==> src/hdl/datagram_fragment_reassembly_defines.svh <==
// Assertion macros for the reassembly block.
`ifndef DATAGRAM_FRAGMENT_REASSEMBLY_DEFINES_SVH
`define DATAGRAM_FRAGMENT_REASSEMBLY_DEFINES_SVH
`ifndef NO_ASSERTIONS
`define DFR_ASSERT(name, clk, rst_n, prop) \
  name: assert property (@(posedge clk) disable iff (!rst_n) prop) \
    else $error("%m: check failed");
`define DFR_ASSERT_ALWAYS(name, clk, prop) \
  name: assert property (@(posedge clk) prop) else $error("%m: check failed");
`else
`define DFR_ASSERT(name, clk, rst_n, prop)
`define DFR_ASSERT_ALWAYS(name, clk, prop)
`endif
`endif

==> src/hdl/dfr_pkg.sv <==
package dfr_pkg;

  localparam int unsigned MAX_FRAGMENTS = 8192;
  localparam int unsigned MAX_PAYLOAD   = 1200;
  localparam int unsigned HEADER_BYTES  = 16;
  localparam int unsigned SLOT_W        = 13;
  localparam int unsigned COUNT_W       = 14;
  localparam int unsigned LEN_W         = 11;
  localparam int unsigned BYTES_W       = 24;
  localparam int unsigned AGE_W         = 16;
  localparam int unsigned ADDR48_W      = 48;
  localparam int unsigned EPOCH_W       = 8;

  localparam int unsigned IN_DATA_W  = 184;
  localparam int unsigned OUT_DATA_W = 128;
  localparam int unsigned CFG_DATA_W = 48;
  localparam int unsigned CFG_IDX_W  = 3;

  localparam logic [31:0]         MAGIC_RST       = 32'h4F53_5544;
  localparam logic [7:0]          VERSION_RST     = 8'd2;
  localparam logic [7:0]          VIDEO_RST       = 8'd0;
  localparam logic [15:0]         TIMEOUT_RST     = 16'd250;
  localparam logic [23:0]         MAX_BYTES_RST   = 24'd8388608;
  localparam logic                PRESET_EN_RST   = 1'b0;
  localparam logic [ADDR48_W-1:0] PRESET_ADDR_RST = '0;

  typedef enum logic [1:0] {
    OP_DATAGRAM = 2'd0,
    OP_TICK     = 2'd1,
    OP_CLEAR    = 2'd2
  } op_e;

  typedef enum logic [3:0] {
    DISP_NONE      = 4'd0,
    DISP_STALE     = 4'd1,
    DISP_SHORT     = 4'd2,
    DISP_BAD_HDR   = 4'd3,
    DISP_FOREIGN   = 4'd4,
    DISP_ACK_SEEN  = 4'd5,
    DISP_BAD_FRAG  = 4'd6,
    DISP_OLDER     = 4'd7,
    DISP_STORED    = 4'd8,
    DISP_DUPLICATE = 4'd9
  } disp_e;

  typedef enum logic [CFG_IDX_W-1:0] {
    CFG_MAGIC       = 3'd0,
    CFG_VERSION     = 3'd1,
    CFG_VIDEO_TYPE  = 3'd2,
    CFG_TIMEOUT     = 3'd3,
    CFG_MAX_BYTES   = 3'd4,
    CFG_PRESET_EN   = 3'd5,
    CFG_PRESET_ADDR = 3'd6
  } cfg_idx_e;

  typedef struct packed {
    logic [31:0]         magic_value;
    logic [7:0]          protocol_version;
    logic [7:0]          video_type_code;
    logic [15:0]         stale_timeout_ms;
    logic [23:0]         max_message_bytes;
    logic                preset_peer_enable;
    logic [ADDR48_W-1:0] preset_peer_address;
  } cfg_t;

  typedef struct packed {
    logic [4:0]          pad;
    logic [15:0]         fragment_count;
    logic [15:0]         fragment_index;
    logic [31:0]         message_id;
    logic [7:0]          message_type;
    logic [7:0]          packet_flags;
    logic [ADDR48_W-1:0] source_address;
    logic [7:0]          header_version;
    logic [31:0]         header_magic;
    logic [LEN_W-1:0]    datagram_bytes;
  } in_word_t;

  typedef struct packed {
    logic [2:0]         pad;
    logic [31:0]        last_acked_id;
    logic               oversize_dropped;
    logic [BYTES_W-1:0] done_bytes;
    logic [7:0]         done_type;
    logic               message_done;
    logic [LEN_W-1:0]   fragment_length;
    logic [SLOT_W-1:0]  fragment_slot;
    logic               store_fragment;
    logic               assembly_restarted;
    logic [31:0]        ack_for_id;
    logic               send_ack;
  } out_word_t;

  typedef struct packed {
    logic              rd_en;
    logic [SLOT_W-1:0] rd_addr;
    logic              wr_en;
    logic [SLOT_W-1:0] wr_addr;
    logic              bump;
  } seen_req_t;

endpackage

==> src/hdl/dfr_cfg.sv <==
module dfr_cfg
  import dfr_pkg::*;
(
  input  logic                  clk_i,
  input  logic                  rst_ni,
  input  logic                  cfg_we_i,
  input  logic [CFG_IDX_W-1:0]  cfg_idx_i,
  input  logic [CFG_DATA_W-1:0] cfg_data_i,
  output cfg_t                  cfg_o
);

  cfg_t cfg_q;

  always_ff @(posedge clk_i or negedge rst_ni) begin
    if (!rst_ni) begin
      cfg_q.magic_value         <= MAGIC_RST;
      cfg_q.protocol_version    <= VERSION_RST;
      cfg_q.video_type_code     <= VIDEO_RST;
      cfg_q.stale_timeout_ms    <= TIMEOUT_RST;
      cfg_q.max_message_bytes   <= MAX_BYTES_RST;
      cfg_q.preset_peer_enable  <= PRESET_EN_RST;
      cfg_q.preset_peer_address <= PRESET_ADDR_RST;
    end else if (cfg_we_i) begin
      unique case (cfg_idx_e'(cfg_idx_i))
        CFG_MAGIC:       cfg_q.magic_value         <= cfg_data_i[31:0];
        CFG_VERSION:     cfg_q.protocol_version    <= cfg_data_i[7:0];
        CFG_VIDEO_TYPE:  cfg_q.video_type_code     <= cfg_data_i[7:0];
        CFG_TIMEOUT:     cfg_q.stale_timeout_ms    <= cfg_data_i[15:0];
        CFG_MAX_BYTES:   cfg_q.max_message_bytes   <= cfg_data_i[23:0];
        CFG_PRESET_EN:   cfg_q.preset_peer_enable  <= cfg_data_i[0];
        CFG_PRESET_ADDR: cfg_q.preset_peer_address <= cfg_data_i[ADDR48_W-1:0];
        default: ;
      endcase
    end
  end

  assign cfg_o = cfg_q;

endmodule

==> config.mk <==
export PLATFORM = sky130hd
export DESIGN_NAME = dfr_cfg
export DESIGN_NICKNAME = d
export VERILOG_FILES = /design/src/hdl/datagram_fragment_reassembly_defines.svh /design/src/hdl/dfr_pkg.sv /design/src/hdl/dfr_cfg.sv
export SDC_FILE = /design/constraint.sdc
export NUM_CORES = 1
export LEC_CHECK = 0
export BUFFER_PORTS_ARGS = -buffer_cell sky130_fd_sc_hd__buf_2
export CORE_AREA = 2 2 112 114
export CTS_CLUSTER_DIAMETER = 200
export DETAILED_ROUTE_END_ITERATION = 7
export DIE_AREA = 0 0 114 116
export GPL_ROUTABILITY_DRIVEN = 0
export PLACE_DENSITY_LB_ADDON = 0.2
export SLEW_MARGIN = 5
export SYNTH_ARGS = -nofsm -noshare
export SYNTH_HDL_FRONTEND = slang
export SYNTH_SLANG_ARGS = --single-unit
==> constraint.sdc <==
create_clock -name clk_i -period 0.9 [get_ports clk_i]
set_input_delay 0.18 -clock clk_i [delete_from_list [all_inputs] [get_ports clk_i]]
set_output_delay 0.18 -clock clk_i [all_outputs]
set_load 0.05 [all_outputs]
Word-level counts from Yosys, hierarchy flattened
Index checks and enable logic that the tools add are counted.
{ "totals": {"register_bits": 137, "elab_cells": 21} }
{ "classes": {"n_eq_ne": 6, "reduce_logical": 8} }
{ "ops": {"columns": ["operator", "n"], "rows": [
  ["2-bit AND reduction", 7],
  ["3-bit == test (second input constant)", 3],
  ["3-bit by 2-bit == test with 1-bit output (second input constant)", 2],
  ["3-bit by 1-bit == test with 1-bit output (second input constant)", 1],
  ["3-bit zero test", 1]
]} }

Depth between registers and ports, before layout
{ "depth": {"word_depth": 2, "mapped_depth": 4} }

Least setup slack after synthesis
OpenSTA, ideal clock, no wires.
{ "synth_path": {"kind": "in2reg", "from": "input cfg_idx_i[0]", "to": "register cfg_q, in the netlist cfg_o[124]", "setup_time_ps": 125, "arrival_ps": 1083, "required_time_ps": 775, "path_slack_ps": -308, "stages": 3, "path_cell_list": "nor4b_4 buf_4 mux2_2"} }
{ "synth_between": {"elab_chain_len": 2} }
{ "synth_rtl": {"columns": ["element", "line_no", "text"], "rows": [
  ["from (decl)", "dfr_cfg.sv:7", "input logic [CFG_IDX_W-1:0] cfg_idx_i,"],
  ["3-bit zero test", "dfr_cfg.sv:24", "unique case (cfg_idx_e'(cfg_idx_i))"],
  ["2-bit AND reduction (no source line)", null, null],
  ["to (decl)", "dfr_cfg.sv:12", "cfg_t cfg_q;"]
]} }
Every way passes these cells.
A chain may end at the register's enable or synchronous reset.

Worst setup path after layout
{ "layout_path": {"from": "register cfg_q, in the netlist cfg_o[74]", "to": "output cfg_o[74] (netlist bit)"} }
{ "layout_rtl": {"columns": ["element", "line_no", "text"], "rows": [
  ["to (decl)", "dfr_cfg.sv:9", "output cfg_t cfg_o"]
]} }
No word-level cell between the ends.

==> metrics.yaml <==
floorplan:
  initial_utilization: 0.4486
  die_w_um: 114
  io_pins: 191
  die_h_um: 116
  dieArea_mm2: 0.01322
  row_count: 40
  fp.coreArea_mm2: 0.01191
global_routing:
  grt_pass1_vias: 4161
  grt_max_degree: 29
  grt_pass1_wl_um: 23130
  grt_util_all_layers: 0.2341
  overflow: 0
  antenna_found_initial: 0
timing:
  finalHoldViolations: 0
  fmax_mhz: 760.7
  post-route-worst-setup-slack_ps: -414.6
  final.period_utilization: 1.461
  slew_headroom: 0.8226
  rsz0062_at_grt: "true"
  worst_slew_pin_slew_ps: 265.7
  setup_viol: 194
  slew_viol_final: 0
  layout_min_cycle_time_ps: 1315
  skew_ps: 0
synthesis:
  synth.distinct_cells: 13
  synth_xor_xnor_area_share: 0
  yosys-top-cells-area: "dfrtp_1 (53%), mux2_2 (20%), dfstp_2 (11%)"
  synth-compound-area-share: 0
  syn-num-nets: 349
  synth_cells: 295
  synth_top_family_by_area: "multiplexers"
  synth_top_area_frac: 0.5338
  synthMuxAreaShare: 0.3168
  synth-simple-area-share: 0.01662
  synth_fa_ha_area_frac: 0
  ys_warn_count: 0
  avgSynthCellArea_um2: 18.11
  synth_seq_cells: 137
  syn-cell-area_mm2: 0.005344
  ys_seq_area_frac: 0.6469
  synth_top_cell_by_area: "dfrtp_1"
power_and_ir_drop:
  ir_drop_v: 0.001835
  powerDensity_mw_per_mm2: 2987
  p_leak_nw: 4.535
  p_total_mw: 27.98
critical_path:
  path_max_fanout: 2
  start_kind: "register"
  worst_path_dominant_cell_family: "flip-flops"
  critical_path.startpoint: "cfg_o[74]"
  crit_chain: "buf_8"
  slowest_stage: "dfstp_2"
  critPathRequiredTime_ps: 720
  r2r_slack_ps: -150
  worst-path-stages: 1
  crit_path_end_kind: "output pin"
  r2r-start: "cfg_o[89]"
  slowest_delay_ps: 570
  critPathArrivalTime_ps: 1130
  regToRegEndpoint: "cfg_o[89]"
  crit_path_end: "cfg_o[74]"
  path_class: "register to output pin"
  reg2reg_depth: 3
  worst-path-buf-inv: 1
placement:
  pre_cts_slack_ps: -537.6
  place_inst: 639
  numPortBuffers: 190
  hpwl_um: 8469
detailed_routing:
  drt_pass1_iterations: 4
  drt_iter0_drc: 137
  routed_wl_um: 15740
  drc: 0
  route.antenna.remaining_nets: 0
  avgViaCountPerCell: 4.979
  dr_total_vias: 3729
  wl_per_cell_um: 21.02
layout:
  largest_register_ffs: 137
  nNetsFinal: 643
  layout_commonest_cell: "buf_6"
  utilization: 0.7865
  instances_no_fill: 749
  areaGrowthSynthToFinish_pct: 75.30
  drive_above_1_share: 0.8123
  num_antenna_cells: 0
  mostFrequentLayoutCells: "buf_6 (143), mux2_4 (96), dfrtp_1 (93)"
clock_network:
  cts_buffers: 17
  cts-root-buf: "clkbuf_16"
  clkSlewWorstSetupHoldPaths_ps: 60
  clk_latency_ps: 410
  htree_levels: 4
  cts_tree: "done"
  clock_sinks: 137
  clk_path_buf_depth: 2
run_status:
  status: "complete, but fails checks"
  violations: "negative setup slack"
hold_path:
  hp-class: "input port to register"
job:
  maxCapViolCount: 0
report_power, final:
part,internal (mW),switching [mW]
logic,5.40,6.62
registers,7.75,1.22
clock network,4.50,2.48
Yosys cell counts:
cell type / instances
nand4b_1: 2
buf_2: 6
nor4b_4: 1
dfrtp_1: 114
buf_6: 4
and4bb_1: 1
mux2_4: 40
nor4bb_1: 2
dfstp_2: 23
buf_4: 4
mux2_2: 95
nand4b_2: 1
mux2_1: 2
worst min-delay path by stage:
| stage | slack [ps] | to | from | cells past startpoint |
|---|---|---|---|---|
| detailed placement | 30 | cfg_o[100] | rst_ni | 1 |
| CTS | 0.2 | cfg_o[29] | cfg_data_i[29] | 2 |
| global placement | 30 | cfg_o[100] | rst_ni | 1 |
| global route | 4 | cfg_o[37] | cfg_data_i[37] | 2 |
| floorplan | -120 | cfg_o[0] | rst_ni | 0 |
| finish | 20 | cfg_o[37] | cfg_data_i[37] | 2 |
final cells by class:
type | count | area, um^2
Tap cell | 147 | 183.9
Clock inverter | 7 | 87.58
Clock buffer | 25 | 515.5
Multi-Input combinational cell | 144 | 2031
Sequential cell | 137 | 3483
Fill cell | 624 | 2544
Timing Repair Buffer | 289 | 3067
metrics by stage:
stage	TNS, ps	hold slack [ps]	area, um^2
after global routing	-44720	4.354	9368
after CTS	-39190	0.1753	9056
after global placement	-59390	27.67	6842
after floorplan	-25810	-115.6	5529
final	-39000	15.04	9368
after detailed placement	-61940	25.33	6842
metal layers:
layer / global-route usage / share of wire
met5: 0 / 0
met4: 0.1154 / 0.030
met3: 0.06172 / 0.049
met2: 0.4012 / 0.53
met1: 0.2745 / 0.39
repair_timing:
action / 4_1_cts / 5_1_grt
gates resized for setup: 348 / 29
pin swaps: 3 / 0
buffers inserted: 37 / 32
setup endpoints to repair: 203 / 232
gates cloned: 3 / 2
hold buffers: 15 / 1
endpoints found under the hold margin: 130 / 1
cell families after synthesis:
logic type             Yosys count
buffers and inverters           14
flip-flops                     137
multiplexers                   137
AND/OR/NAND/NOR                  7
No activity file was read; power rests on OpenSTA's default activity.
