==> src/hdl/datagram_fragment_reassembly_defines.svh <==
// Assertion macros for the reassembly block.
`ifndef DATAGRAM_FRAGMENT_REASSEMBLY_DEFINES_SVH
`define DATAGRAM_FRAGMENT_REASSEMBLY_DEFINES_SVH
`ifndef NO_ASSERTIONS
`define DFR_ASSERT(name, clk, rst_n, prop) \
  name: assert property (@(posedge clk) disable iff (!rst_n) prop) \
    else $error("%m: check failed");
`define DFR_ASSERT_ALWAYS(name, clk, prop) \
  name: assert property (@(posedge clk) prop) else $error("%m: check failed");
`else
`define DFR_ASSERT(name, clk, rst_n, prop)
`define DFR_ASSERT_ALWAYS(name, clk, prop)
`endif
`endif

==> src/hdl/dfr_pkg.sv <==
package dfr_pkg;

  localparam int unsigned MAX_FRAGMENTS = 8192;
  localparam int unsigned MAX_PAYLOAD   = 1200;
  localparam int unsigned HEADER_BYTES  = 16;
  localparam int unsigned SLOT_W        = 13;
  localparam int unsigned COUNT_W       = 14;
  localparam int unsigned LEN_W         = 11;
  localparam int unsigned BYTES_W       = 24;
  localparam int unsigned AGE_W         = 16;
  localparam int unsigned ADDR48_W      = 48;
  localparam int unsigned EPOCH_W       = 8;

  localparam int unsigned IN_DATA_W  = 184;
  localparam int unsigned OUT_DATA_W = 128;
  localparam int unsigned CFG_DATA_W = 48;
  localparam int unsigned CFG_IDX_W  = 3;

  localparam logic [31:0]         MAGIC_RST       = 32'h4F53_5544;
  localparam logic [7:0]          VERSION_RST     = 8'd2;
  localparam logic [7:0]          VIDEO_RST       = 8'd0;
  localparam logic [15:0]         TIMEOUT_RST     = 16'd250;
  localparam logic [23:0]         MAX_BYTES_RST   = 24'd8388608;
  localparam logic                PRESET_EN_RST   = 1'b0;
  localparam logic [ADDR48_W-1:0] PRESET_ADDR_RST = '0;

  typedef enum logic [1:0] {
    OP_DATAGRAM = 2'd0,
    OP_TICK     = 2'd1,
    OP_CLEAR    = 2'd2
  } op_e;

  typedef enum logic [3:0] {
    DISP_NONE      = 4'd0,
    DISP_STALE     = 4'd1,
    DISP_SHORT     = 4'd2,
    DISP_BAD_HDR   = 4'd3,
    DISP_FOREIGN   = 4'd4,
    DISP_ACK_SEEN  = 4'd5,
    DISP_BAD_FRAG  = 4'd6,
    DISP_OLDER     = 4'd7,
    DISP_STORED    = 4'd8,
    DISP_DUPLICATE = 4'd9
  } disp_e;

  typedef enum logic [CFG_IDX_W-1:0] {
    CFG_MAGIC       = 3'd0,
    CFG_VERSION     = 3'd1,
    CFG_VIDEO_TYPE  = 3'd2,
    CFG_TIMEOUT     = 3'd3,
    CFG_MAX_BYTES   = 3'd4,
    CFG_PRESET_EN   = 3'd5,
    CFG_PRESET_ADDR = 3'd6
  } cfg_idx_e;

  typedef struct packed {
    logic [31:0]         magic_value;
    logic [7:0]          protocol_version;
    logic [7:0]          video_type_code;
    logic [15:0]         stale_timeout_ms;
    logic [23:0]         max_message_bytes;
    logic                preset_peer_enable;
    logic [ADDR48_W-1:0] preset_peer_address;
  } cfg_t;

  typedef struct packed {
    logic [4:0]          pad;
    logic [15:0]         fragment_count;
    logic [15:0]         fragment_index;
    logic [31:0]         message_id;
    logic [7:0]          message_type;
    logic [7:0]          packet_flags;
    logic [ADDR48_W-1:0] source_address;
    logic [7:0]          header_version;
    logic [31:0]         header_magic;
    logic [LEN_W-1:0]    datagram_bytes;
  } in_word_t;

  typedef struct packed {
    logic [2:0]         pad;
    logic [31:0]        last_acked_id;
    logic               oversize_dropped;
    logic [BYTES_W-1:0] done_bytes;
    logic [7:0]         done_type;
    logic               message_done;
    logic [LEN_W-1:0]   fragment_length;
    logic [SLOT_W-1:0]  fragment_slot;
    logic               store_fragment;
    logic               assembly_restarted;
    logic [31:0]        ack_for_id;
    logic               send_ack;
  } out_word_t;

  typedef struct packed {
    logic              rd_en;
    logic [SLOT_W-1:0] rd_addr;
    logic              wr_en;
    logic [SLOT_W-1:0] wr_addr;
    logic              bump;
  } seen_req_t;

endpackage

==> src/hdl/dfr_core.sv <==
module dfr_core
  import dfr_pkg::*;
(
  input  logic       clk_i,
  input  logic       rst_ni,
  input  cfg_t       cfg_i,
  input  logic       in_valid_i,
  output logic       in_ready_o,
  input  in_word_t   in_data_i,
  input  logic [1:0] in_op_i,
  output logic       out_valid_o,
  input  logic       out_ready_i,
  output out_word_t  out_data_o,
  output logic [3:0] out_disp_o,
  output seen_req_t  seen_req_o,
  input  logic       seen_i,
  input  logic       busy_i
);

  logic                s1_v_q;
  logic [1:0]          s1_op_q;
  in_word_t            s1_q;

  logic                peer_known_q, peer_known_d;
  logic [ADDR48_W-1:0] peer_addr_q, peer_addr_d;
  logic                active_q, active_d;
  logic [31:0]         aid_q, aid_d;
  logic [7:0]          atype_q, atype_d;
  logic [COUNT_W-1:0]  acount_q, acount_d;
  logic [COUNT_W-1:0]  rcvd_q, rcvd_d;
  logic [BYTES_W-1:0]  bt_q, bt_d;
  logic [AGE_W-1:0]    age_q, age_d;
  logic [31:0]         acked_q, acked_d;

  logic                out_v_q;
  out_word_t           out_q;
  logic [3:0]          out_disp_q;

  logic                fire, accept;
  out_word_t           res;
  disp_e               disp;
  logic                drop, wr_en, bump;

  logic [LEN_W-1:0]    plen;
  logic                is_short, bad_hdr, foreign, ack_pkt, bad_frag, reliable;
  logic                conflict, preempt, older, restart, new_asm;
  logic [COUNT_W-1:0]  eff_count, base_rcvd;
  logic [BYTES_W-1:0]  base_bt;
  logic [7:0]          eff_type;
  logic                bad_idx, seen_eff;
  logic [BYTES_W:0]    bt_sum;
  logic [AGE_W-1:0]    age_n;

  assign fire       = s1_v_q && !busy_i && (!out_v_q || out_ready_i);
  assign in_ready_o = !busy_i && (!s1_v_q || fire);
  assign accept     = in_valid_i && in_ready_o;

  always_ff @(posedge clk_i or negedge rst_ni) begin
    if (!rst_ni) begin
      s1_v_q <= 1'b0;
    end else if (accept) begin
      s1_v_q <= 1'b1;
    end else if (fire) begin
      s1_v_q <= 1'b0;
    end
  end

  always_ff @(posedge clk_i) begin
    if (accept) begin
      s1_q    <= in_data_i;
      s1_op_q <= in_op_i;
    end
  end

  assign plen     = s1_q.datagram_bytes - LEN_W'(HEADER_BYTES);
  assign is_short = s1_q.datagram_bytes < LEN_W'(HEADER_BYTES);
  assign bad_hdr  = (s1_q.header_magic != cfg_i.magic_value) ||
                    (s1_q.header_version != cfg_i.protocol_version);
  assign foreign  = peer_known_q && (s1_q.source_address != peer_addr_q);
  assign ack_pkt  = s1_q.packet_flags[1];
  assign reliable = s1_q.packet_flags[0];
  assign bad_frag = (s1_q.fragment_count == '0) ||
                    (s1_q.fragment_index >= s1_q.fragment_count) ||
                    (plen > LEN_W'(MAX_PAYLOAD)) ||
                    (s1_q.fragment_count > 16'(MAX_FRAGMENTS));

  assign conflict  = active_q && (s1_q.message_id != aid_q);
  assign preempt   = (s1_q.message_type == cfg_i.video_type_code) ||
                     (s1_q.message_id > aid_q) || (rcvd_q == '0);
  assign older     = conflict && !preempt;
  assign restart   = conflict && preempt;
  assign new_asm   = !active_q || restart;
  assign eff_count = new_asm ? s1_q.fragment_count[COUNT_W-1:0] : acount_q;
  assign eff_type  = new_asm ? s1_q.message_type : atype_q;
  assign base_rcvd = new_asm ? '0 : rcvd_q;
  assign base_bt   = new_asm ? '0 : bt_q;
  assign bad_idx   = s1_q.fragment_index >= 16'(eff_count);
  assign seen_eff  = !new_asm && seen_i;
  assign bt_sum    = {1'b0, base_bt} + (BYTES_W + 1)'(plen);
  assign age_n     = (age_q != {AGE_W{1'b1}}) ? age_q + AGE_W'(1) : age_q;

  always_comb begin
    peer_known_d = peer_known_q;
    peer_addr_d  = peer_addr_q;
    active_d     = active_q;
    aid_d        = aid_q;
    atype_d      = atype_q;
    acount_d     = acount_q;
    rcvd_d       = rcvd_q;
    bt_d         = bt_q;
    age_d        = age_q;
    acked_d      = acked_q;
    res          = '0;
    disp         = DISP_NONE;
    drop         = 1'b0;
    wr_en        = 1'b0;
    case (s1_op_q)
      OP_TICK: begin
        if (active_q) begin
          if (age_n > cfg_i.stale_timeout_ms) begin
            drop = 1'b1;
            disp = DISP_STALE;
          end else begin
            age_d = age_n;
          end
        end
      end
      OP_CLEAR: begin
        peer_known_d = cfg_i.preset_peer_enable;
        peer_addr_d  = cfg_i.preset_peer_address;
        drop         = 1'b1;
        acked_d      = '0;
      end
      OP_DATAGRAM: begin
        if (is_short) begin
          disp = DISP_SHORT;
        end else if (bad_hdr) begin
          disp = DISP_BAD_HDR;
        end else if (foreign) begin
          disp = DISP_FOREIGN;
        end else begin
          if (!peer_known_q) begin
            peer_known_d = 1'b1;
            peer_addr_d  = s1_q.source_address;
          end
          if (ack_pkt) begin
            acked_d = s1_q.message_id;
            disp    = DISP_ACK_SEEN;
          end else if (bad_frag) begin
            disp = DISP_BAD_FRAG;
          end else begin
            res.send_ack   = reliable;
            res.ack_for_id = reliable ? s1_q.message_id : '0;
            if (older) begin
              disp = DISP_OLDER;
            end else begin
              res.assembly_restarted = restart;
              if (new_asm) begin
                active_d = 1'b1;
                aid_d    = s1_q.message_id;
                atype_d  = s1_q.message_type;
                acount_d = eff_count;
                rcvd_d   = '0;
                bt_d     = '0;
                age_d    = '0;
              end
              if (bad_idx) begin
                disp = DISP_BAD_FRAG;
              end else begin
                if (!seen_eff) begin
                  disp                = DISP_STORED;
                  res.store_fragment  = 1'b1;
                  res.fragment_slot   = s1_q.fragment_index[SLOT_W-1:0];
                  res.fragment_length = plen;
                  rcvd_d              = base_rcvd + COUNT_W'(1);
                  bt_d                = bt_sum[BYTES_W] ? {BYTES_W{1'b1}} :
                                                          bt_sum[BYTES_W-1:0];
                end else begin
                  disp = DISP_DUPLICATE;
                end
                if (rcvd_d == eff_count) begin
                  res.done_type  = eff_type;
                  res.done_bytes = bt_d;
                  if (bt_d <= cfg_i.max_message_bytes) begin
                    res.message_done = 1'b1;
                  end else begin
                    res.oversize_dropped = 1'b1;
                  end
                  drop = 1'b1;
                end else begin
                  wr_en = !seen_eff;
                end
              end
            end
          end
        end
      end
      default: ;
    endcase
    if (drop) begin
      active_d = 1'b0;
      aid_d    = '0;
      atype_d  = '0;
      acount_d = '0;
      rcvd_d   = '0;
      bt_d     = '0;
      age_d    = '0;
    end
    res.last_acked_id = acked_d;
  end

  // an old assembly's tags go stale when it is dropped or replaced
  assign bump = active_q && (drop || (s1_op_q == OP_DATAGRAM && restart && disp != DISP_NONE
                                      && res.assembly_restarted));

  assign seen_req_o.rd_en   = accept;
  assign seen_req_o.rd_addr = in_data_i.fragment_index[SLOT_W-1:0];
  assign seen_req_o.wr_en   = fire && wr_en;
  assign seen_req_o.wr_addr = s1_q.fragment_index[SLOT_W-1:0];
  assign seen_req_o.bump    = fire && bump;

  always_ff @(posedge clk_i or negedge rst_ni) begin
    if (!rst_ni) begin
      peer_known_q <= PRESET_EN_RST;
      peer_addr_q  <= PRESET_ADDR_RST;
      active_q     <= 1'b0;
      aid_q        <= '0;
      atype_q      <= '0;
      acount_q     <= '0;
      rcvd_q       <= '0;
      bt_q         <= '0;
      age_q        <= '0;
      acked_q      <= '0;
    end else if (fire) begin
      peer_known_q <= peer_known_d;
      peer_addr_q  <= peer_addr_d;
      active_q     <= active_d;
      aid_q        <= aid_d;
      atype_q      <= atype_d;
      acount_q     <= acount_d;
      rcvd_q       <= rcvd_d;
      bt_q         <= bt_d;
      age_q        <= age_d;
      acked_q      <= acked_d;
    end
  end

  always_ff @(posedge clk_i or negedge rst_ni) begin
    if (!rst_ni) begin
      out_v_q <= 1'b0;
    end else if (fire) begin
      out_v_q <= 1'b1;
    end else if (out_ready_i) begin
      out_v_q <= 1'b0;
    end
  end

  always_ff @(posedge clk_i) begin
    if (fire) begin
      out_q      <= res;
      out_disp_q <= disp;
    end
  end

  assign out_valid_o = out_v_q;
  assign out_data_o  = out_q;
  assign out_disp_o  = out_disp_q;

endmodule

==> config.mk <==
export PLATFORM = sky130hd
export DESIGN_NAME = dfr_core
export DESIGN_NICKNAME = d
export VERILOG_FILES = /design/src/hdl/datagram_fragment_reassembly_defines.svh /design/src/hdl/dfr_pkg.sv /design/src/hdl/dfr_core.sv
export SDC_FILE = /design/constraint.sdc
export NUM_CORES = 1
export LEC_CHECK = 0
export BUFFER_PORTS_ARGS = -buffer_cell sky130_fd_sc_hd__buf_2
export CORE_MARGIN = 10
export CORE_UTILIZATION = 40
export DETAILED_ROUTE_END_ITERATION = 10
export GPL_ROUTABILITY_DRIVEN = 0
export PLACE_DENSITY = 0.59
export SETUP_SLACK_MARGIN = 0.02
export SYNTH_ARGS = -nofsm -noshare
export SYNTH_HDL_FRONTEND = slang
export SYNTH_SLANG_ARGS = --single-unit
==> constraint.sdc <==
create_clock -name clk_i -period 18.2 [get_ports clk_i]
set_input_delay 1.82 -clock clk_i [delete_from_list [all_inputs] [get_ports clk_i]]
set_output_delay 1.82 -clock clk_i [all_outputs]
set_load 0.02 [all_outputs]
* After elaboration in Yosys (flattened, before gate mapping)
Index checks and enable logic that the tools add are counted.
Cells by class: equality and inequality tests 28, multiplexer cells 148, order comparisons 8, bitwise operators 3, reduce and logical (&&, ||, !) cells 52, $add $sub $neg 4
Operators with widths (number):
- $mux 24 | 20
- $mux 32 | 14
- $mux 14 | 29
- $mux 34 | 6
- $mux 48 | 4
- $mux 16 | 11
- $pmux 48 s2 | 1
- $mux 8 | 9
- $ne 32x32->1 | 2
- $pmux 32 s2 | 1
- $ne 48x48->1 | 1
- $mux 1 | 41
- $gt 32x32->1 | 1
- $pmux 16 s2 | 1
- $mux 4 | 7
- $ne 3x3->1 const B | 9
- $add 24x11->25 | 1
- $mux 25 | 1
- $le 24x24->1 | 1
- $ne 2x2->1 const B | 9
- $reduce_or 9->1 | 2
- $add 16x1->16 const B | 1
- $ge 16x14->1 | 1
- $ge 16x16->1 | 1
- 34 further kinds | 69
Word-level totals: register bits after elaboration 496, logic and storage cells 277, input bits 329, output and inout port bits 163

* Logic depth before layout (Yosys ltp)
Gate-level depths: netlist of run 1.
word-level depth 29, mapped depth 36, depth with buffers taken out 32

* Least setup slack after synthesis of run 1
No wires, ideal clock.
path kind input -> output, from input busy_i, to output seen_req_o[28] (netlist bit), setup slack 9.095 ns, required time 16.380 ns, cell stages on the path 5, buffers on the path 1, arrival 7.285 ns, path through nand2b_1 > nand2b_1 > a21oi_1 > and2_1 > buf_4
Between the ends: cells in the longest elaborated chain, start to end 6
Ends and longest elaborated chain:
- start, declared | RTL line dfr_core.sv:17 | input logic busy_i
- $logic_not 1->1 (*) | RTL line dfr_core.sv:54, dfr_core.sv:55
- $logic_and 1x1->1 (2 in a row) | RTL line dfr_core.sv:54 | assign fire = s1_v_q && !busy_i && (!out_v_q || out_ready_i);
- $logic_or 1x1->1 | RTL line dfr_core.sv:55 | assign in_ready_o = !busy_i && (!s1_v_q || fire);
- $logic_and 1x1->1 (*) | RTL line dfr_core.sv:55
- net in_ready_o | RTL line dfr_core.sv:8 | output logic in_ready_o,
- $logic_and 1x1->1 (*) | RTL line dfr_core.sv:56 | assign accept = in_valid_i && in_ready_o;
- end, declared | RTL line dfr_core.sv:15 | output seen_req_t seen_req_o,
The timed path passes the listed nets; every way through them passes the cells marked *.

==> out/summary.txt, run 1 <==
Outcome: complete, no violations
Die H: 270 µm
Synthesized area: 24900 µm²
Critical path peak fanout: 31
Final instance area: 29900 µm²
Worst path bufs/invs: 3
Seq/Total Area, Yosys: 55.9%
Synth Register Bits: 496
Vias in the first global route: 19.8k
First-pass GRT wire length: 114 mm
Routed via count: 18.7k
Area post-placement: 27900 µm²
Mapped Cells: 2241
M1 WL: 30.2 mm
Share of layout cells above drive strength 1: 23.1%
DRT Pass-1 Iters: 5
Area growth syn-to-layout: 19.8%
Maximum VDD drop: 0.0891 mV
Slew headroom: 24.7%
NumNets Final: 3115
Asr flop ratio synth: 38.7%
Starting Density: 40.4%
Vias/cell: 5.26
Critical Path Max Stage Delay: 710 ps
Root buf cell: clkbuf_16
Area of the die: 72700 µm²
Most frequent cells in the layout: 476 x buf_2, 304 x edfxtp_1, 236 x nand2_1, 192 x dfrtp_1, 179 x o21ai_0
Total global routing overflow: 0
Crit-path cells: buf_2 > xnor2_1 > nand4_1 > o211ai_1 > a2111oi_2 > o211a_2 > nor2_1 > a21oi_1 > ha_1 > a21o_1 > a21o_1 > a2111oi_0 > nor3_1 > a221o_1 > nor3_2 > nand2_1 > inv_1 > and3_1 > buf_2
Critical path launch point type: primary input
Num CTS Buffers: 56
Synth Flop Type: edfxtp_1
Worst-Skew Late Latency: 640 ps
Worst setup path class: primary input to output pin
Drt first-iter violations: 1330
Routed len/inst: 20.5 µm
Detail Route met3 WL: 4.76 mm
Synthesis Warnings: 0
Longest Clk Path Bufs: 3
Number of synthesized flops with an enable pin: 304
Clock slew at reported path FFs: 60 ps
Max-cap violations: 0
Endpoints failing setup: 0
Delay-heaviest family, CP: compound AO/OA/AOI/OAI gates
Post-CTS Hold Buffers: 0
Port buffer count: 477
Detail Placement HPWL: 53.6 mm
CP Data Required Time: 16380 ps
Fin crit share: 49.5%
Power Dens Cells: 107 nW/µm²
Leakage: 0.0128 µW
Die width: 270 µm
Syn avg cell area: 11.1 µm²
Multi-input gate area: 9780 µm²
Largest net degree at the start of global routing: 97
Setup TNS: 0 ps
Core ar.: 61700 µm²
Final hold vios: 0
Initial antenna violation count: 13
Ports: 492
CTS tree: yes
Clock sink count: 496
Metal2 WL: 36.0 mm
Type of destination of the critical path: output pin
Hold Crit Class: flop to flop
Highest Signal Layer: met5
Post-CTS Repair Setup Buffers: 0
Max-slew violation count: 0
Final Skew: 36.3 ps
Clock H-tree levels: 2
CP Data Arrival Time: 7180 ps
Row count: 91
RSZ-0062 raised after global routing: false
Detailed Route WL: 72.7 mm
Slew of the pin with the lowest slew margin: 1130 ps
DR DRC count: 0
Total track usage: 19.6%
Minimum clock period: 9000 ps
Fmax: 111 MHz
Sequential cell area: 13900 µm²
Design Power: 3200 µW
ANT nets after route: 0
Most common cell after layout, fill and taps aside: buf_2
Slowest cell on crit path: o211a_2
Number of fillers in the final layout: 5719
Unique masters post-synth: 79
Post-cts sizing count: 0
[power by group]
part	internal, µW	total (µW)	switching [µW]
clock	689	1180	489
combinational	184	534	350
sequential	1380	1480	99.8
total	2260	3200	938
[cells by family (layout without fill, tap and decap cells)]
kind of cell	count (synthesis)	count (layout)	share of synthesized area (%)
AND/OR/NAND/NOR	615	615	12.2
AO/OA/AOI/OAI	517	517	13.3
flip-flops	496	496	55.9
buffers and inverters	287	760	5.05
XOR/XNOR	148	148	5.20
adder cells (fa/ha/maj)	118	118	5.95
multiplexers	59	59	2.37
other	1	5	0.0150
[cells in the mapped netlist (all sizes together) (56+ instances only)]
cell type,instances,area [µm²]
dfrtp,192,4800
nor2,100,375
nand2,236,886
ha,117,1460
o21ai,182,911
xor2,92,806
a22oi,64,480
buf,64,420
a21oi,80,400
mux2i,58,581
xnor2,56,490
edfxtp,304,9130
clkbuf,71,267
inv,152,571
[sequential cells by signal, summed over array words and instances, names as in the netlist, 4 cells and up]
| signal | cells |
|---|---|
| seen_req_o | 13 |
| rcvd_q | 14 |
| acount_q | 14 |
| age_q | 16 |
| atype_q | 8 |
| bt_q | 24 |
| aid_q | 32 |
| s1_q | 158 |
| peer_addr_q | 48 |
| out_disp_o | 4 |
| acked_q | 32 |
| out_data_o | 125 |
[stage by stage]
step,util [%],hold WS [ps],cells,setup WS [ps]
final,48.4,486,3555,9200
after detailed placement,45.2,472,3447,9100
after CTS,48.4,487,3553,9080
after floorplan,-,448,2243,9100
after global routing,48.4,519,3553,8700
after global placement,45.2,473,3447,9190
[final cells by class]
| type | count | area share, % |
|---|---|---|
| antenna | 2 | 0.0168 |
| clock buffer | 72 | 5.17 |
| clock inverter | 34 | 1.32 |
| sequential | 496 | 46.7 |
| multi-input combinational | 1460 | 32.8 |
| inverter | 152 | 1.93 |
| timing repair buffer | 502 | 8.65 |
| tap | 837 | 3.51 |
[metal layers]
metal / vias up / global-route usage [%]
met5: - / 0
met4: 22 / 5.12
met3: 124 / 5.42
met2: 524 / 34.0
met1: 9069 / 23.5
li1: 8950 / -
[worst min-delay path, cell delays in order, from the launching register on]
cell	delay [ps]
dfrtp_1	340
nand2_1	60
o31ai_1	60
[path summary, 6_finish.rpt]
kind                                 start              end  slack, ps  cells past startpoint
max in group asynchronous           rst_ni         bt_q[11]      15620                      2
min in group asynchronous           rst_ni  peer_addr_q[41]       1150                      1
worst min-delay path            atype_q[6]       atype_q[6]        490                      2
worst min register to register  atype_q[6]       atype_q[6]        490                      2
worst max register to register   s1_q[140]   out_data_o[92]      10210                     26
worst max-delay path             cfg_i[94]   seen_req_o[14]       9200                     19
Note: power is estimated with default switching activity, not from simulation.
==> run 2: changes to the inputs <==
ABC_AREA = 1   (was unset)
clock period = 9 ns   (was 18.2 ns; I/O delays follow)
==> out/summary.txt, run 2 <==
Minimum clock period: 7810 ps
Most common cell after layout, fill and taps aside: nand2_1
R2r worst-path depth: 37 (+42%)
Synthesized area: 26000 µm² (+4.2%)
Synthesis Warnings: 0 (unchanged)
Final hold vios: 0 (unchanged)
Fin crit share: 86.8%
Internal power: 4620 µW (+100%)
Die width: 275 µm (+1.9%)
Post-CTS Hold Buffers: 0 (unchanged)
CTS tree: yes
Most used cell along the critical path: nand2_1
FF-to-FF setup slack: 1190 ps (-9020 ps)
Number of synthesized flops with an enable pin: 304 (unchanged)
Unique masters post-synth: 57 (-28%)
Number of fillers in the final layout: 6029 (+5.4%)
DRT Pass-1 Iters: 5 (unchanged)
Detail Placement HPWL: 54.9 mm (+2.4%)
Vias/cell: 5.07 (-3.6%)
Total global routing overflow: 0 (unchanged)
Ports: 492 (unchanged)
Num CTS Buffers: 57 (+1.8%)
CP Data Arrival Time: 8300 ps (+1120 ps)
Initial antenna violation count: 14 (+1)
Largest net degree at the start of global routing: 117 (+21%)
Slew of the pin with the lowest slew margin: 1160 ps (+26.4 ps)
Clock slew at reported path FFs: 60 ps (about the same)
Critical path launch point type: flop
Comb power frac: 16.1% (-0.6 points)
ANT nets after route: 0 (unchanged)
Clock sink count: 496 (unchanged)
Routed len/inst: 18.6 µm (-9.1%)
Detailed Route WL: 76.5 mm (+5.3%)
Slew headroom: 22.8% (-1.8 points)
Psw: 1770 µW (+89%)
Final Skew: 18.0 ps (-18.4 ps)
Synth Register Bits: 496 (unchanged)
Clock H-tree levels: 2 (unchanged)
Routed via count: 20.9k (+12%)
Most frequent cells in the layout: 584 x nand2_1, 476 x buf_2, 344 x inv_1, 304 x edfxtp_1, 199 x o21ai_0
Row count: 93 (+2.2%)
Leakage: 0.0139 µW (+8.6%)
Post-CTS Repair Setup Buffers: 0 (unchanged)
Critical path peak fanout: 47 (+52%)
Synth area leader: edfxtp_1
Non-Filler Instances: 4117 (+16%)
Area growth syn-to-layout: 19.0%
Core ar.: 64300 µm² (+4.3%)
Area of the die: 75500 µm² (+3.9%)
Reg2reg end: bt_q[16]
Die H: 275 µm (+1.9%)
Syn avg cell area: 9.31 µm² (-16%)
Setup TNS: 0 ps (unchanged)
Hold_ws: 308 ps (-178 ps)
Switching share of power: 27.7% (-1.6 points)
Worst setup path class: flop to flop
Vias in the first global route: 21.1k (+7.0%)
Total track usage: 19.8% (+0.21 points)
Longest Clk Path Bufs: 3 (unchanged)
Post-cts sizing count: 0 (unchanged)
Mapped Cells: 2791 (+25%)
Register share of total power: 46.0% (-0.4 points)
Hold Crit Class: primary input to async pin
CP Data Required Time: 9480 ps (-6900 ps)
RSZ-0062 raised after global routing: false
NumNets Final: 3656 (+17%)
Top-count cell post-synth: nand2_1
Type of destination of the critical path: flop
Placed Cells: 4005 (+16%)
Worst-Skew Late Latency: 620 ps (-20 ps)
Synth cell count leaders: 585 x nand2_1, 344 x inv_1, 304 x edfxtp_1
Share of layout cells above drive strength 1: 21.2% (-1.9 points)
Reg-to-reg critical path startpoint: s1_q[140]
Drt first-iter violations: 1511 (+14%)
Maximum VDD drop: 0.168 mV (+89%)
Clk network pwr share: 37.8% (+0.9 points)
Slowest cell on crit path: nand3_4
DR DRC count: 0 (unchanged)
Asr flop ratio synth: 38.7% (unchanged)
Synth area leaders: edfxtp_1 35%, dfrtp_1 18%, nand2_1 8.5%
Synth top area share: 35.1% (-1.5 points)
Top reg by flops: s1_q
Max-slew violation count: 0 (unchanged)
Fmax: 128 MHz
Port buffer count: 477 (unchanged)
Max-cap violations: 0 (unchanged)
Endpoints failing setup: 0 (unchanged)
Synth Flop Type: edfxtp_1
Critical Path Max Stage Delay: 610 ps (-100 ps)
Starting Density: 40.4% (about the same)
Outcome: complete, no violations
Root buf cell: clkbuf_16
Seq/Total Area, Yosys: 53.6% (-2.3 points)
Power Dens Cells: 207 nW/µm² (+93%)
Max FFs per register: 158 (unchanged)
First-pass GRT wire length: 119 mm (+3.8%)
[run 2: cell types whose count changed after synthesis, moves of 42 or more]
cell,change
nor2_1,+93
nand3_1,+47
inv_1,+192
and3_1,-42
a22oi_1,-64
xor2_1,-64
nand2_1,+349
or2_2,+53
a21oi_1,+61
nand4_1,+62
mux2i_1,-53
[run 2: worst max path at each step]
stage,from,end,slack [ps]
floorplan,busy_i,seen_req_o[28],1680
global placement,cfg_i[95],bt_q[15],1160
detailed placement,cfg_i[95],bt_q[16],1050
CTS,s1_q[140],bt_q[16],1160
global route,s1_q[146],bt_q[16],290
finish,s1_q[140],bt_q[16],1190
[run 2: worst max-delay path: cells and delay by family, from the launching register on]
kind,cells,cell delay [ps]
simple gates,21,3270
compound gates,11,2090
flops,1,460
fa+ha+maj,2,640
buf+inv,3,1100
[run 2: final cells by class]
cell class	instances	area [µm²]	area share, %
Sequential cell	496	13900	45.1
Multi-Input combinational cell	1798	10000	32.4
Inverter	355	1330	4.31
Clock buffer	72	1580	5.10
Tap cell	855	1070	3.46
Antenna cell	6	15.0	0.0486
Timing Repair Buffer	501	2590	8.37
Clock inverter	34	380	1.23
[run 2: metal layers]
| layer | vias up | part of all wire [%] | global-route usage [%] |
|---|---|---|---|
| li1 | 10200 | - | - |
| met1 | 9887 | 42 | 24.7 |
| met2 | 674 | 48 | 33.6 |
| met3 | 113 | 7.9 | 5.13 |
| met4 | 12 | 2.1 | 5.23 |
| met5 | - | 0.12 | 0 |
[run 2: power by group through the flow]
stage | Combinational [µW] | Sequential (µW) | Clock [µW]
after floorplan | 634 | 3030 | 0
after global placement | 1020 | 2970 | 0
after detailed placement | 1040 | 2980 | 0
after CTS | 1050 | 2940 | 2480
after global routing | 1160 | 2970 | 2570
final | 1030 | 2940 | 2420
[run 2: stage by stage]
| step | setup WS (ps) | power, µW | utilization (%) | cell area [µm²] |
|---|---|---|---|---|
| after CTS | 1160 | 6470 | 48.0 | 30900 |
| final | 1190 | 6390 | 48.0 | 30900 |
| after detailed placement | 1050 | 4030 | 45.0 | 28900 |
| after floorplan | 1680 | 3660 | - | 26000 |
| after global placement | 1160 | 3990 | 45.0 | 28900 |
| after global routing | 286 | 6710 | 48.0 | 30900 |
[run 2: cell families after synthesis]
group	synth area share [%]
multiplexers	0.193
other	0.0144
flip-flops	53.6
AND/OR/NAND/NOR	18.2
AO/OA/AOI/OAI	10.5
XOR/XNOR	3.71
adder cells (fa/ha/maj)	5.71
buffers and inverters	8.05
